===== src/sv/async_threshold_network_update_defines.svh =====
// ----------------------------------------------------------------------------
// Assertion macros
// Shared concurrent assertion forms, clocked on clk and disabled in rst.
// ----------------------------------------------------------------------------
`ifndef ASYNC_THRESHOLD_NETWORK_UPDATE_DEFINES_SVH
`define ASYNC_THRESHOLD_NETWORK_UPDATE_DEFINES_SVH

`ifndef SYNTH
`define ATNU_ASSERT_IMP(lbl, ante, cons) \
  lbl: assert property (@(posedge clk) disable iff (rst) (ante) |-> (cons)) \
    else $error("assertion failed");
`define ATNU_ASSERT_NXT(lbl, ante, cons) \
  lbl: assert property (@(posedge clk) disable iff (rst) (ante) |=> (cons)) \
    else $error("assertion failed");
`else
`define ATNU_ASSERT_IMP(lbl, ante, cons)
`define ATNU_ASSERT_NXT(lbl, ante, cons)
`endif

`endif


===== src/sv/atnu_pkg.sv =====
// ----------------------------------------------------------------------------
// atnu_pkg
// Field widths, codes and controller/datapath handshake types.
// ----------------------------------------------------------------------------
package atnu_pkg;

  localparam int NODE_W    = 6;
  localparam int VALUE_W   = 8;
  localparam int CFG_W     = 7;
  localparam int SUM_OUT_W = 14;
  localparam int SUM_MAX   = 8191;
  localparam int SUM_MIN   = -8192;

  localparam logic [CFG_W-1:0] NODE_COUNT_RESET = 7'd64;

  typedef enum logic [1:0] {
    ACT_WRITE  = 2'd0,
    ACT_SET    = 2'd1,
    ACT_UPDATE = 2'd2,
    ACT_READ   = 2'd3
  } action_t;

  typedef enum logic [1:0] {
    S_IDLE,
    S_EXEC,
    S_SUM,
    S_DONE
  } ctrl_state_t;

  typedef struct packed {
    logic load_item;
    logic start_sum;
    logic issue;
    logic finish;
  } atnu_cmd_t;

  typedef struct packed {
    logic bad;
    logic is_update;
    logic sum_issued;
    logic out_free;
  } atnu_sts_t;

endpackage


===== src/sv/atnu_ctrl.sv =====
// ----------------------------------------------------------------------------
// atnu_ctrl
// Sequencer: accept a beat, run the row sum when needed, hand off the result.
// ----------------------------------------------------------------------------
`include "async_threshold_network_update_defines.svh"

module atnu_ctrl (
  input  logic                  clk,
  input  logic                  rst,
  input  logic                  in_valid,
  output logic                  in_ready,
  input  atnu_pkg::atnu_sts_t   sts,
  output atnu_pkg::atnu_cmd_t   cmd
);

  atnu_pkg::ctrl_state_t state;
  atnu_pkg::ctrl_state_t state_next;

  always_ff @(posedge clk) begin
    if (rst) begin
      state <= atnu_pkg::S_IDLE;
    end else begin
      state <= state_next;
    end
  end

  always_comb begin
    state_next = state;
    unique case (state)
      atnu_pkg::S_IDLE: begin
        if (in_valid) state_next = atnu_pkg::S_EXEC;
      end
      atnu_pkg::S_EXEC: begin
        if (!sts.bad && sts.is_update) state_next = atnu_pkg::S_SUM;
        else state_next = atnu_pkg::S_DONE;
      end
      atnu_pkg::S_SUM: begin
        if (sts.sum_issued) state_next = atnu_pkg::S_DONE;
      end
      atnu_pkg::S_DONE: begin
        if (sts.out_free) state_next = atnu_pkg::S_IDLE;
      end
      default: state_next = atnu_pkg::S_IDLE;
    endcase
  end

  always_comb begin
    in_ready      = (state == atnu_pkg::S_IDLE);
    cmd.load_item = (state == atnu_pkg::S_IDLE) && in_valid;
    cmd.start_sum = (state == atnu_pkg::S_EXEC) && !sts.bad && sts.is_update;
    cmd.issue     = (state == atnu_pkg::S_SUM) && !sts.sum_issued;
    cmd.finish    = (state == atnu_pkg::S_DONE) && sts.out_free;
  end

  `ATNU_ASSERT_IMP(a_issue_bounded, cmd.issue, !sts.sum_issued)
  `ATNU_ASSERT_IMP(a_finish_free, cmd.finish, sts.out_free)
  `ATNU_ASSERT_NXT(a_load_then_exec, cmd.load_item, state == atnu_pkg::S_EXEC)
  `ATNU_ASSERT_NXT(a_sum_not_bad, cmd.start_sum, state == atnu_pkg::S_SUM)

endmodule


===== config.mk =====
export PLATFORM = sky130hd
export DESIGN_NAME = atnu_ctrl
export DESIGN_NICKNAME = d
export VERILOG_FILES = /design/src/sv/atnu_pkg.sv /design/src/sv/atnu_ctrl.sv
export VERILOG_INCLUDE_DIRS = /design/src /design/src/sv
export SDC_FILE = /design/constraint.sdc
export NUM_CORES = 1
export LEC_CHECK = 0
export BUFFER_PORTS_ARGS = -buffer_cell sky130_fd_sc_hd__buf_2
export CORE_AREA = 2 2 39 41
export DETAILED_ROUTE_END_ITERATION = 6
export DIE_AREA = 0 0 41 43
export GPL_TIMING_DRIVEN = 0
export PLACE_DENSITY = 0.39
export SETUP_SLACK_MARGIN = 0.1
export SYNTH_ARGS = -nofsm -noshare
export SYNTH_HDL_FRONTEND = slang
export SYNTH_SLANG_ARGS = --single-unit

===== constraint.sdc =====
create_clock -name clk -period 1.2 [get_ports clk]
set_input_delay 0.18 -clock clk [delete_from_list [all_inputs] [get_ports clk]]
set_output_delay 0.18 -clock clk [all_outputs]
set_load 0.01 [all_outputs]

=== Yosys cells after proc, flatten, opt, wreduce, memory -nomap -nowiden ===
Cells that the tools add are included.

* Register bits: 2
* Input port bits: 7
* Output and inout port bits: 5
* Logic and storage cells: 22

* Equal/unequal tests: 6
* Mux-type cells: 5
* Reduce and logical (&&, ||, !) cells: 10

{| class="wikitable"
|+ Operators with widths
! operator !! number
|-
| $pmux 2 s4 || 1
|-
| $logic_and 1x1->1 || 6
|-
| $mux 2 || 3
|-
| $ne 2x2->1 const B || 3
|-
| $eq 2x2->1 const B || 2
|-
| $reduce_and 3->1 || 1
|-
| $eq 2x1->1 const B || 1
|-
| $logic_not 1->1 || 2
|-
| $logic_not 2->1 || 1
|-
| $mux 1 || 1
|}

=== Logic depth before layout (Yosys ltp) ===
* Depth after elaboration: 4
* Depth in mapped cells: 6
* Mapped depth without buffers: 6

=== Least setup slack after synthesis ===
No wires, ideal clock.

* Path type: reg2reg
* Start point: register state[0]
* End point: register state[1]
* Library setup time: 0.122 ns
* Arrival time: 1.139 ns
* Data required time: 1.078 ns
* Slack: -0.061 ns
* Stages on the path, launching flop included: 6
* Path buffers: 0
* Clock period less this slack: 1.261 ns
* Cell sequence: dfxtp_1 inv_1 ha_1 and2b_1 o31ai_1 a21oi_1

* Cells in the longest elaborated chain, start to end: 3
* Elaborated cells on any way between the ends: 9
* Classes of those cells: eq/ne: 6; mux: 1; reduce/logical: 2

{| class="wikitable"
|+ RTL lines
! element !! RTL line !! text
|-
| start, declared || atnu_ctrl.sv:16 || <nowiki>atnu_pkg::ctrl_state_t state;</nowiki>
|-
| start signal, assigned || atnu_ctrl.sv:21 || <nowiki>state <= atnu_pkg::S_IDLE;</nowiki>
|-
| start signal, assigned || atnu_ctrl.sv:23 || <nowiki>state <= state_next;</nowiki>
|-
| $logic_not 2->1 (*) || n/a ||
|-
| net in_ready || atnu_ctrl.sv:11 || <nowiki>output logic in_ready,</nowiki>
|-
| $ne 2x2->1 (no line) || n/a ||
|-
| $reduce_and 3->1 (no line) || n/a ||
|}

Mark *: on every way through the listed nets, which the timed path passes. The rest lies on a longest branch.
A chain may end at the register's enable or synchronous reset.

==> impl_metrics.env <==
export IMPL_n_antenna_cell=0
export IMPL_cp_slowest_cell="dfxtp_4"
export IMPL_ys_ff_latch=2
export IMPL_whs_path_depth=2
export IMPL_start_util_pct=16.2
export IMPL_die_w_um=41
export IMPL_ys_types=16
export IMPL_tightest_slew_ns=0.206
export IMPL_largest_registers="state x2"
export IMPL_rsz0062_at_grt="yes"
export IMPL_r2r_slack_ns=0
export IMPL_r2r_end="state[1]"
export IMPL_cp_required_ns=1.02
export IMPL_cts_max_level=1
export IMPL_worst_path_buf_inv=2
export IMPL_powerDensity_nw_per_um2=2320
export IMPL_violations="negative setup slack"
export IMPL_drive_gt1_share_pct=81.4
export IMPL_cts_root_buf="clkbuf_4"
export IMPL_finalSetupViolations=4
export IMPL_outcome="complete, but fails checks"
export IMPL_total_power_w=0.00102
export IMPL_syn_nets=37
export IMPL_min_path_type="in2reg"
export IMPL_layout_setup_ws_ns=-0.0459
export IMPL_path_clk_slew_ns=0.03
export IMPL_r2r_cells=5
export IMPL_min_to="state[0]"
export IMPL_final_nets=56
export IMPL_p_leak_nw=0.193
export IMPL_cts_max_path_buffers=2
export IMPL_grt_pass1_vias=272
export IMPL_slew_headroom_pct=86.2
export IMPL_hold_buffers=0
export IMPL_r2r_start="state[1]"
export IMPL_cp_cell_sequence="inv_4 > ha_4 > and2_4 > buf_6"
export IMPL_netlist_area_um2=224
export IMPL_wl_per_cell_um=10.8
export IMPL_cp_max_fo=5
export IMPL_finalWeightedCongestion=0.624
export IMPL_grt_max_degree=6
export IMPL_top_register="state"
export IMPL_timing_critical_path_from_type="register"
export IMPL_largest_reg_flops=2
export IMPL_maxCapViolCount=0
export IMPL_cts_sinks=2
export IMPL_cts_tree="built"
export IMPL_synth_avg_cell_area_um2=8.61
export IMPL_area_growth_pct=96.1
export IMPL_netlist_instances=26
export IMPL_totalWireLength_um=635
export IMPL_gr_total_overflow=0
export IMPL_clock_fmax_mhz=803
export IMPL_max_stage_delay_ns=0.38
export IMPL_core_area_um2=1380
export IMPL_hold_slack_ns=0.128
export IMPL_die_y_um=43
export IMPL_track_usage_pct=9.31
export IMPL_grt_first_pass_wirelength_um=1080
export IMPL_cts_made_buffers=3
export IMPL_via_count=248
export IMPL_antenna_found_initial=0
export IMPL_dp_hpwl_um=421
export IMPL_portBuffers=11
export IMPL_cp_end_kind="output port"
export IMPL_final_min_clock_period_ns=1.25
export IMPL_finalMaxSlewViolations=0
export IMPL_hp_start="rst"
export IMPL_crit_family="flip-flops"
export IMPL_dp_slack_ns=0.000371
export IMPL_max_vdd_ir_drop_mv=0.779
export IMPL_clk_latency_ns=0.22
export IMPL_final_cell_count_no_fill=59
export IMPL_route_detailed_drc=0
export IMPL_dr_pass1_iters=2
export IMPL_route_antenna_remaining_nets=0
export IMPL_synth_warning_count=0
export IMPL_routed_via_density=4.20
export IMPL_drt_iter0_drc=3
export IMPL_pin_count=12
export IMPL_fin_crit_sh_pct=104
export IMPL_dp_cells=53
export IMPL_cp_data_arrival_time_ns=1.07
export IMPL_die_area_um2=1760
export IMPL_critical_path_class="reg2out"
export IMPL_clock_skew_ns=0.000520
export IMPL_finalHoldViolations=0
export IMPL_rows=14
export IMPL_ys_seq_area_share_pct=17.9
[synthesized netlist by cell type]
| cell type | n | area, µm² |
|---|---|---|
| ha_1 | 4 | 50.1 |
| inv_1 | 3 | 11.3 |
| nand2b_1 | 3 | 18.8 |
| and2_1 | 2 | 12.5 |
| and2b_1 | 2 | 15.0 |
| dfxtp_1 | 2 | 40.0 |
| a211oi_1 | 1 | 7.51 |
| a21oi_1 | 1 | 5.00 |
| a221oi_2 | 1 | 15.0 |
| inv_2 | 1 | 3.75 |
| nand2b_4 | 1 | 13.8 |
| nand4_1 | 1 | 6.26 |
| nor2_1 | 1 | 3.75 |
| nor3_1 | 1 | 5.00 |
| o2111ai_1 | 1 | 8.76 |
| o31ai_1 | 1 | 7.51 |
[area by class of cell]
type	count	area [µm²]
clock buffer	3	22.5
fill	148	945
inverter	4	25.0
multi-input combinational	20	234
sequential	2	47.5
tap	16	20.0
timing repair buffer	14	90.1
[cell usage in the layout, fill, tap and decap left out, drive strengths merged, types with 2 or more instances in the layout]
master	instances
dfxtp	2
nand2b	4
and2	2
clkbuf	3
inv	4
and2b	2
buf	14
ha	4
[power breakdown]
| part | leakage, nW | internal (W) | switching [W] |
|---|---|---|---|
| clock network | 0.0138 | 0.000110 | 0.0000343 |
| logic | 0.161 | 0.000367 | 0.000321 |
| registers | 0.0178 | 0.000119 | 0.0000682 |
[worst max-delay path by stage]
stage	from	to	slack (ns)	cells past startpoint
2_1_floorplan	state[0]	state[1]	0.08	6
3_3_place_gp	state[0]	state[0]	0.02	6
3_5_place_dp	state[1]	state[1]	0.0004	5
4_1_cts	state[1]	cmd[3]	-0.06	4
5_1_grt	state[1]	cmd[3]	-0.08	4
6_report	state[1]	cmd[3]	-0.05	4
[through the flow]
stage | TNS, ns | cell area [µm²] | utilization, %
final | -0.0850 | 439 | 31.7
after global routing | -0.381 | 439 | 31.7
after CTS | -0.193 | 395 | 28.6
after detailed placement | 0 | 317 | 22.9
after global placement | 0 | 317 | 22.9
after floorplan | 0 | 241 | -
[repair_timing]
action,in CTS,in global routing
setup buffers,2,1
pin swaps,1,5
setup endpoints to repair,7,7
gates resized for setup,10,9
[routing by layer]
metal | global-route usage, % | vias to the layer above | routed length (µm)
met5 | 0 | - | 0
met4 | 4.00 | 0 | 0
met3 | 3.14 | 0 | 39
met2 | 15.3 | 10 | 348
met1 | 10.2 | 113 | 247
li1 | - | 125 | -
[logic make-up (layout without fill, tap and decap cells)]
logic type	Yosys count	count (layout)	share of synthesized area (%)
flops	2	2	17.9
compound gates	5	5	19.6
fa+ha+maj	4	4	22.3
buf+inv	4	21	6.70
simple gates	11	11	33.5
No activity file was read; power rests on OpenSTA's default activity.
